## config.mk

```make
export PLATFORM = sky130hd
export DESIGN_NAME = rect_list_subtract_bound
export DESIGN_NICKNAME = d
export VERILOG_FILES = /design/src/rlsb_pkg.sv /design/src/rlsb_front.sv /design/src/rlsb_queue.sv /design/src/rlsb_back.sv /design/src/rect_list_subtract_bound.sv
export SDC_FILE = /design/constraint.sdc
export NUM_CORES = 1
export LEC_CHECK = 0
export ABC_AREA = 1
export BUFFER_PORTS_ARGS = -buffer_cell sky130_fd_sc_hd__buf_2
export CAP_MARGIN = 25
export CORE_MARGIN = 4
export CORE_UTILIZATION = 45
export DETAILED_ROUTE_END_ITERATION = 8
export SLEW_MARGIN = 20
export SYNTH_ARGS = -nofsm -noshare
export SYNTH_HDL_FRONTEND = slang
export SYNTH_HIERARCHICAL = 1
export SYNTH_SLANG_ARGS = --single-unit
export TNS_END_PERCENT = 30
```

## constraint.sdc

```tcl
create_clock -name clock -period 3.7 [get_ports clock]
set_input_delay 0.185 -clock clock [delete_from_list [all_inputs] [get_ports clock]]
set_output_delay 0.185 -clock clock [all_outputs]
set_load 0.02 [all_outputs]
```

## src/rlsb_pkg.sv

```systemverilog
// ----------------------------------------------------------------------------
// rlsb_pkg
// Shared types and constants for the rectangle/bound subtraction block.
// ----------------------------------------------------------------------------
package rlsb_pkg;

   localparam int COORD_W     = 16;
   localparam int CSR_INDEX_W = 8;
   localparam int QUEUE_DEPTH = 4;

   // configuration register indexes
   localparam logic [CSR_INDEX_W-1:0] REG_BOUND_LEFT   = 8'd0;
   localparam logic [CSR_INDEX_W-1:0] REG_BOUND_TOP    = 8'd1;
   localparam logic [CSR_INDEX_W-1:0] REG_BOUND_RIGHT  = 8'd2;
   localparam logic [CSR_INDEX_W-1:0] REG_BOUND_BOTTOM = 8'd3;

   // piece kinds, bit positions in the piece mask, in emission order
   localparam int PIECE_TOP    = 0;
   localparam int PIECE_BOTTOM = 1;
   localparam int PIECE_LEFT   = 2;
   localparam int PIECE_RIGHT  = 3;
   localparam int PIECE_PASS   = 4;
   localparam int NUM_KINDS    = 5;

   typedef logic signed [COORD_W-1:0] coord_type;

   typedef struct packed {
      coord_type left;
      coord_type top;
      coord_type right;
      coord_type bottom;
   } rect_type;

   typedef logic [NUM_KINDS-1:0] mask_type;

   // one classified transaction waiting for the back end
   typedef struct packed {
      rect_type rect;
      mask_type mask;
   } entry_type;

endpackage

```

## src/rlsb_front.sv

```systemverilog
// ----------------------------------------------------------------------------
// rlsb_front
// Classifies an accepted rectangle against the bound and registers it.
// ----------------------------------------------------------------------------
module rlsb_front (
   input  logic                 clock,
   input  logic                 reset,
   input  logic                 accept,
   input  rlsb_pkg::rect_type   rect,
   input  rlsb_pkg::rect_type   bound,
   output logic                 push,
   output rlsb_pkg::entry_type  entry
);

   logic                 valid_ff;
   logic                 valid_in;
   rlsb_pkg::entry_type  entry_ff;
   rlsb_pkg::entry_type  entry_in;
   logic                 touch;

   always_comb begin
      touch = (bound.right >= rect.left) && (bound.bottom >= rect.top) &&
              (bound.left <= rect.right) && (bound.top <= rect.bottom);
      entry_in.rect = rect;
      entry_in.mask = '0;
      if (touch) begin
         entry_in.mask[rlsb_pkg::PIECE_TOP]    = rect.top < bound.top;
         entry_in.mask[rlsb_pkg::PIECE_BOTTOM] = rect.bottom > bound.bottom;
         entry_in.mask[rlsb_pkg::PIECE_LEFT]   = rect.left < bound.left;
         entry_in.mask[rlsb_pkg::PIECE_RIGHT]  = rect.right > bound.right;
      end else begin
         entry_in.mask[rlsb_pkg::PIECE_PASS] = 1'b1;
      end
      valid_in = accept;
   end

   always_ff @(posedge clock) begin
      if (reset) begin
         valid_ff <= 1'b0;
      end else begin
         valid_ff <= valid_in;
      end
      if (accept) begin
         entry_ff <= entry_in;
      end
   end

   assign push  = valid_ff;
   assign entry = entry_ff;

endmodule

```

## src/rlsb_queue.sv

```systemverilog
// ----------------------------------------------------------------------------
// rlsb_queue
// Small FIFO of classified transactions between front and back end.
// ----------------------------------------------------------------------------
module rlsb_queue #(
   parameter int DEPTH = rlsb_pkg::QUEUE_DEPTH
) (
   input  logic                          clock,
   input  logic                          reset,
   input  logic                          push,
   input  rlsb_pkg::entry_type           push_entry,
   input  logic                          pop,
   output rlsb_pkg::entry_type           head,
   output logic                          empty,
   output logic [$clog2(DEPTH+1)-1:0]    count
);

   localparam int PTR_W = (DEPTH > 1) ? $clog2(DEPTH) : 1;
   localparam int CNT_W = $clog2(DEPTH+1);

   rlsb_pkg::entry_type  slot_ff [DEPTH];
   logic [PTR_W-1:0]     wr_ptr_ff, wr_ptr_in;
   logic [PTR_W-1:0]     rd_ptr_ff, rd_ptr_in;
   logic [CNT_W-1:0]     count_ff, count_in;

   always_comb begin
      wr_ptr_in = wr_ptr_ff;
      rd_ptr_in = rd_ptr_ff;
      count_in  = count_ff;
      if (push) begin
         wr_ptr_in = (wr_ptr_ff == PTR_W'(DEPTH-1)) ? '0 : wr_ptr_ff + 1'b1;
      end
      if (pop) begin
         rd_ptr_in = (rd_ptr_ff == PTR_W'(DEPTH-1)) ? '0 : rd_ptr_ff + 1'b1;
      end
      if (push && !pop) begin
         count_in = count_ff + 1'b1;
      end else if (pop && !push) begin
         count_in = count_ff - 1'b1;
      end
   end

   always_ff @(posedge clock) begin
      if (reset) begin
         wr_ptr_ff <= '0;
         rd_ptr_ff <= '0;
         count_ff  <= '0;
      end else begin
         wr_ptr_ff <= wr_ptr_in;
         rd_ptr_ff <= rd_ptr_in;
         count_ff  <= count_in;
      end
      if (push) begin
         slot_ff[wr_ptr_ff] <= push_entry;
      end
   end

   assign head  = slot_ff[rd_ptr_ff];
   assign empty = (count_ff == '0);
   assign count = count_ff;

endmodule

```

## src/rlsb_back.sv

```systemverilog
// ----------------------------------------------------------------------------
// rlsb_back
// Walks the piece mask of one transaction, one result piece per cycle.
// ----------------------------------------------------------------------------
module rlsb_back (
   input  logic                 clock,
   input  logic                 reset,
   input  rlsb_pkg::rect_type   bound,
   input  rlsb_pkg::entry_type  head,
   input  logic                 empty,
   output logic                 pop,
   output logic                 rsp_valid,
   output rlsb_pkg::rect_type   rsp_piece,
   output logic                 rsp_last
);

   logic                 active_ff, active_in;
   rlsb_pkg::rect_type   rect_ff, rect_in;
   rlsb_pkg::mask_type   rem_ff, rem_in;
   rlsb_pkg::mask_type   sel;
   rlsb_pkg::mask_type   rem_next;
   logic                 emit;
   logic                 take;
   rlsb_pkg::coord_type  row_top;
   rlsb_pkg::coord_type  row_bottom;
   rlsb_pkg::rect_type   piece;

   logic                 valid_ff;
   rlsb_pkg::rect_type   piece_ff;
   logic                 last_ff;

   // lowest set bit wins: top, bottom, left, right, pass
   assign sel      = rem_ff & (~rem_ff + 1'b1);
   assign rem_next = rem_ff & ~sel;
   assign emit     = active_ff && (rem_ff != '0);
   assign take     = !empty && (!active_ff || (rem_next == '0));

   always_comb begin
      // rows left over once the bands are cut away
      row_top    = rect_ff.top;
      row_bottom = rect_ff.bottom;
      if (rem_ff[rlsb_pkg::PIECE_TOP] == 1'b0 &&
          rect_ff.top < bound.top) begin
         row_top = bound.top;
      end
      if (rem_ff[rlsb_pkg::PIECE_BOTTOM] == 1'b0 &&
          rect_ff.bottom > bound.bottom) begin
         row_bottom = bound.bottom;
      end

      piece = rect_ff;
      if (sel[rlsb_pkg::PIECE_TOP]) begin
         piece.bottom = bound.top - 1'b1;
      end else if (sel[rlsb_pkg::PIECE_BOTTOM]) begin
         piece.top = bound.bottom + 1'b1;
      end else if (sel[rlsb_pkg::PIECE_LEFT]) begin
         piece.top    = row_top;
         piece.bottom = row_bottom;
         piece.right  = bound.left - 1'b1;
      end else if (sel[rlsb_pkg::PIECE_RIGHT]) begin
         piece.top    = row_top;
         piece.bottom = row_bottom;
         piece.left   = bound.right + 1'b1;
      end

      active_in = active_ff;
      rect_in   = rect_ff;
      rem_in    = rem_next;
      if (take) begin
         active_in = 1'b1;
         rect_in   = head.rect;
         rem_in    = head.mask;
      end else if (rem_next == '0) begin
         active_in = 1'b0;
      end
   end

   always_ff @(posedge clock) begin
      if (reset) begin
         active_ff <= 1'b0;
         rem_ff    <= '0;
         valid_ff  <= 1'b0;
      end else begin
         active_ff <= active_in;
         rem_ff    <= rem_in;
         valid_ff  <= emit;
      end
      rect_ff <= rect_in;
      if (emit) begin
         piece_ff <= piece;
         last_ff  <= (rem_next == '0);
      end
   end

   assign pop       = take;
   assign rsp_valid = valid_ff;
   assign rsp_piece = piece_ff;
   assign rsp_last  = last_ff;

endmodule

```

## src/rect_list_subtract_bound.sv

```systemverilog
// ----------------------------------------------------------------------------
// rect_list_subtract_bound
// Subtracts a configured bound rectangle from a stream of rectangles.
// ----------------------------------------------------------------------------
// Usage:
//   Input transaction: req_rect_* is taken at a rising edge with start high
//   and busy low. Each transaction yields one pass-through rectangle when it
//   misses the bound, else zero to four pieces (top band, bottom band, left
//   strip, right strip). Coordinates are inclusive, 16-bit signed.
//   Results: rsp_valid strobes for one cycle per piece; rsp_last_piece marks
//   the final piece of a transaction. The receiver cannot stall, so pieces
//   leave at one per cycle as soon as they are formed.
//   Path: an accepted rectangle passes the classify register, the queue write,
//   the back-end load and the piece register before its first piece strobes.
//   Throughput: the back end emits one piece per cycle and moves to the next
//   queued transaction without a gap. A fully covered rectangle occupies the
//   back end without a strobe.
//   busy rises when the queue plus the classify stage hold QUEUE_DEPTH
//   transactions; the front keeps accepting while the back end works.
//   Configuration: csr_index/csr_wdata written when csr_valid is high;
//   csr_ready is always high. Indexes past the bound registers are ignored.
//   Write the bound only while the block is idle.
//   Reset (synchronous): queue emptied, no strobes, bound cleared to zero.
// ----------------------------------------------------------------------------
module rect_list_subtract_bound #(
   parameter int QUEUE_DEPTH = rlsb_pkg::QUEUE_DEPTH
) (
   input  logic                                clock,
   input  logic                                reset,
   // input transactions
   input  logic                                start,
   output logic                                busy,
   input  logic signed [rlsb_pkg::COORD_W-1:0] req_rect_left,
   input  logic signed [rlsb_pkg::COORD_W-1:0] req_rect_top,
   input  logic signed [rlsb_pkg::COORD_W-1:0] req_rect_right,
   input  logic signed [rlsb_pkg::COORD_W-1:0] req_rect_bottom,
   // results
   output logic                                rsp_valid,
   output logic signed [rlsb_pkg::COORD_W-1:0] rsp_piece_left,
   output logic signed [rlsb_pkg::COORD_W-1:0] rsp_piece_top,
   output logic signed [rlsb_pkg::COORD_W-1:0] rsp_piece_right,
   output logic signed [rlsb_pkg::COORD_W-1:0] rsp_piece_bottom,
   output logic                                rsp_last_piece,
   // configuration
   input  logic                                csr_valid,
   output logic                                csr_ready,
   input  logic [rlsb_pkg::CSR_INDEX_W-1:0]    csr_index,
   input  logic [rlsb_pkg::COORD_W-1:0]        csr_wdata
);

   localparam int CNT_W = $clog2(QUEUE_DEPTH+1);

   rlsb_pkg::rect_type   bound_ff;
   rlsb_pkg::rect_type   bound_in;
   rlsb_pkg::rect_type   req_rect;
   rlsb_pkg::rect_type   rsp_piece;
   rlsb_pkg::entry_type  front_entry;
   rlsb_pkg::entry_type  queue_head;
   logic                 front_push;
   logic                 queue_pop;
   logic                 accept;
   logic [CNT_W-1:0]     level;
   logic                 queue_empty;
   logic [CNT_W-1:0]     queue_count;

   // bound registers
   always_comb begin
      bound_in = bound_ff;
      if (csr_valid) begin
         case (csr_index)
            rlsb_pkg::REG_BOUND_LEFT:   bound_in.left   = csr_wdata;
            rlsb_pkg::REG_BOUND_TOP:    bound_in.top    = csr_wdata;
            rlsb_pkg::REG_BOUND_RIGHT:  bound_in.right  = csr_wdata;
            rlsb_pkg::REG_BOUND_BOTTOM: bound_in.bottom = csr_wdata;
            default:                    bound_in = bound_ff;
         endcase
      end
   end

   always_ff @(posedge clock) begin
      if (reset) begin
         bound_ff <= '0;
      end else begin
         bound_ff <= bound_in;
      end
   end

   assign csr_ready = 1'b1;

   // the transaction in the classify stage always finds a queue slot
   assign level  = queue_count + CNT_W'(front_push);
   assign busy   = (level >= CNT_W'(QUEUE_DEPTH));
   assign accept = start && !busy;

   assign req_rect.left   = req_rect_left;
   assign req_rect.top    = req_rect_top;
   assign req_rect.right  = req_rect_right;
   assign req_rect.bottom = req_rect_bottom;

   rlsb_front u_front (
      .clock  (clock),
      .reset  (reset),
      .accept (accept),
      .rect   (req_rect),
      .bound  (bound_ff),
      .push   (front_push),
      .entry  (front_entry)
   );

   rlsb_queue #(
      .DEPTH (QUEUE_DEPTH)
   ) u_queue (
      .clock      (clock),
      .reset      (reset),
      .push       (front_push),
      .push_entry (front_entry),
      .pop        (queue_pop),
      .head       (queue_head),
      .empty      (queue_empty),
      .count      (queue_count)
   );

   rlsb_back u_back (
      .clock     (clock),
      .reset     (reset),
      .bound     (bound_ff),
      .head      (queue_head),
      .empty     (queue_empty),
      .pop       (queue_pop),
      .rsp_valid (rsp_valid),
      .rsp_piece (rsp_piece),
      .rsp_last  (rsp_last_piece)
   );

   assign rsp_piece_left   = rsp_piece.left;
   assign rsp_piece_top    = rsp_piece.top;
   assign rsp_piece_right  = rsp_piece.right;
   assign rsp_piece_bottom = rsp_piece.bottom;

endmodule

```

==> impl_metrics.py <==
metrics = {
    "layout": {
        "final_cells": 3595,
        "diodes": 0,
        "layout-drive-gt1-share": 0.122,
        "syn2layout_area_growth_pct": 15.6,
        "final_nets": 3043,
    },
    "global_routing": {
        "grt_pass1_wl_mm": 113,
        "grt.busiest_layer": "met2",
        "grt_util_met1": 0.349,
        "met3_usage": 0.0299,
        "grtUsageTotal": 0.235,
        "gr-total-overflow": 0,
        "grt_max_degree": 107,
        "antenna_found_initial": 0,
        "met2_usage": 0.361,
        "grt_pass1_vias": 18612,
    },
    "route": {
        "wirelength_mm": 76.2,
        "drt-pass1-iter-count": 7,
        "drt_iter0_drc": 1731,
        "wl_per_cell_um": 21.2,
        "viasPerCell": 5.46,
        "drc_errors": 0,
        "vias": 19636,
        "drtAntennaViolNets": 0,
    },
    "clock_tree": {
        "post_cts_buffers": 0,
        "path_clk_slew_ns": 0.06,
        "cts_htree_levels": 2,
        "ctsLongestPathBuffers": 3,
        "postCtsHoldBufs": 65,
        "cts_resized": 0,
        "clock-sinks": 555,
        "clockRootBuffer": "clkbuf_16",
        "cts_tree": "done",
        "cts_buffers": 58,
        "clock_latency_ns": 0.63,
    },
    "floorplan": {
        "die_h_um": 251,
        "core_um2": 58000,
        "die-area_um2": 62800,
        "ios": 160,
        "row_count": 88,
        "fp.dieW_um": 251,
        "start_util": 0.457,
    },
    "setup_path": {
        "rrSetupSlack_ns": 0.73,
        "path_cells": "nor2_4 > nand2_1 > buf_4 > inv_2 > nor2_2 > clkinv_4 > nand3_2 > a21oi_4 > nand2_4 > nand2_1 > nand3_1 > nand2_1",
        "regToRegStartpoint": "u_back/rem_ff[1]",
        "worstPathMaxFanout": 21,
        "critPathLaunch": "u_back/rem_ff[1]",
        "arrival_ns": 3.45,
        "cp-endpoint": "u_back/rsp_piece[10]",
        "critPathMaxStageDelay_ns": 0.43,
        "end_kind": "flip-flop",
        "crit_required_ns": 4.18,
        "cp_slowest_cell": "a21oi_4",
        "timing.rr.end": "u_back/rsp_piece[10]",
        "cp-start-kind": "flip-flop",
        "critPathKind": "reg2reg",
        "cpMostUsedCell": "nand2_1",
        "r2r_cells": 12,
    },
    "job": {
        "drv_cap": 0,
    },
    "timing": {
        "slew_violations": 0,
        "fin_worst_skew_ns": 0.0189,
        "hold_slack_ns": 0.0246,
        "tightest_slew_ns": 1.08,
        "relSlewSlack": 0.282,
        "rsz0062_at_grt": "false",
        "setup_viol": 0,
        "fmax_mhz": 337,
        "period_share": 0.803,
        "period_minus_slack_ns": 2.97,
        "hold_viol": 0,
    },
    "synth": {
        "synth_fp_nets": 2817,
        "synth-seq-area-share": 0.598,
        "yosysTopAreaCell": "edfxtp_1",
        "async_flop_share": 0,
        "synth_edf_count": 474,
        "ys_seq_elements": 555,
        "ys_types": 50,
        "synth.cell_area_um2": 26500,
        "syn_inst": 2557,
        "synth.area.top_cells": "edfxtp_1 54%, ha_1 7.9%, dfxtp_1 6.1%, nand2_1 5.5%, nor2_1 4.3%",
        "synth_top_cell_area_share": 0.537,
        "yosysWarnings": 6,
        "ys.flop_type": "edfxtp_1",
        "syn_avg_cell_area_um2": 10.4,
    },
    "hold_path": {
        "hold_path_class": "in2reg",
    },
    "power": {
        "powerDensity_nw_per_um2": 677,
        "vdd_ir_drop_max_mv": 1.01,
        "p_leak_nw": 12.4,
    },
    "placed_design": {
        "dp_cells": 3422,
        "gp_congestion": 0.973,
        "hpwl_mm": 51.8,
        "portBuffers": 158,
    },
    "outcome": {
        "status": "finished, final reports clean",
    },
}
[stage by stage]
step	area, um2	TNS [ns]	total power [mW]	util	worst slack (ns)
after floorplan	26500	-0.757	12.8	-	-0.430
after global placement	28000	0	14.7	0.483	0.811
after detailed placement	28000	0	14.9	0.483	0.772
after CTS	30600	0	20.9	0.528	0.748
after global routing	30600	0	21.8	0.528	0.512
final	30600	0	20.8	0.528	0.729
[worst min path at each step]
| stage | from | to | depth (start not counted) |
|---|---|---|---|
| after floorplan | reset | u_back/active_ff | 1 |
| after global placement | req_rect_left[1] | u_front/entry[54] | 1 |
| after detailed placement | req_rect_left[1] | u_front/entry[54] | 1 |
| after CTS | csr_wdata[14] | bound_ff[30] | 5 |
| after global routing | csr_wdata[1] | bound_ff[33] | 5 |
| final | csr_wdata[14] | bound_ff[30] | 5 |
[report_power, final]
| part | internal, mW | total, mW | switching (mW) |
|---|---|---|---|
| registers | 8.50 | 9.17 | 0.667 |
| clock network | 3.45 | 5.92 | 2.47 |
| logic | 1.68 | 5.67 | 3.99 |
| total | 13.6 | 20.8 | 7.13 |
[state kept, by name, indices dropped and copies added (netlist names), 2 cells and up, named ones only]
register and flops:
u_back/rsp_piece 64, u_back/rect_ff 64, u_back/rem_ff 5, bound_ff 64, u_queue/count 3, u_queue/rd_ptr_ff 2, u_front/entry 69, u_queue/slot_ff 276
u_queue/wr_ptr_ff 2
[placed cells by master, fill, tap and decap left out, drive strengths merged, types with 3 or more instances in the layout]
| cell type | count |
|---|---|
| a211oi | 3 |
| a21o | 7 |
| a21oi | 144 |
| a31oi | 7 |
| buf | 195 |
| bufinv | 7 |
| clkbuf | 71 |
| clkinv | 25 |
| clkinvlp | 6 |
| dfxtp | 81 |
| dlygate4sd3 | 65 |
| edfxtp | 474 |
| ha | 167 |
| inv | 325 |
| nand2 | 393 |
| nand3 | 171 |
| nand3b | 3 |
| nand4 | 36 |
| nor2 | 316 |
| nor3 | 19 |
| o21a | 5 |
| o21ai | 197 |
| o21bai | 3 |
| o22ai | 70 |
| xnor2 | 10 |
| xor2 | 19 |
[kinds of logic after synthesis]
group	Yosys count	synth area share
AO/OA/AOI/OAI	442	0.0901
AND/OR/NAND/NOR	941	0.152
flip-flops	555	0.598
other	1	0.000141
XOR/XNOR	29	0.00958
adder cells (fa/ha/maj)	168	0.0796
buffers and inverters	421	0.0699
[final cells by class]
| type | instances | area, um2 |
|---|---|---|
| repair buffers | 260 | 1850 |
| fillers | 5086 | 27400 |
| multi-input cells | 1581 | 8810 |
| clock inverters | 36 | 393 |
| clock buffers | 71 | 1540 |
| flip-flops and latches | 555 | 15900 |
| well taps | 765 | 957 |
| inverters | 327 | 1240 |
[critical path, delay by kind of cell, from the launching register on]
family,cells,cell delay (ns)
AO/OA/AOI/OAI,1,0.43
buffers and inverters,3,0.66
flip-flops,1,0.36
AND/OR/NAND/NOR,8,1.37
[Yosys cell counts (4+ instances only)]
library cell	number
nand2_1	385
nand4_1	36
o21a_1	5
nor3_1	13
o21ai_0	123
a31oi_1	7
inv_1	301
nor2_1	306
nand2_2	6
inv_2	23
nor3_2	6
ha_1	167
xnor2_1	10
dfxtp_1	81
a21oi_1	141
edfxtp_1	474
a21o_1	7
nor2_2	4
nand3_2	4
o22ai_1	70
buf_6	24
xor2_1	19
o21ai_1	74
buf_4	12
buf_1	9
buf_2	19
clkbuf_1	26
nand3_1	167
[metal layers]
metal	wire length (um)	vias up
met1	35400	9616
met2	33700	661
met3	5010	113
li1	-	9246
met5	0	-
met4	2150	0
(Power assumes the default switching activity.)
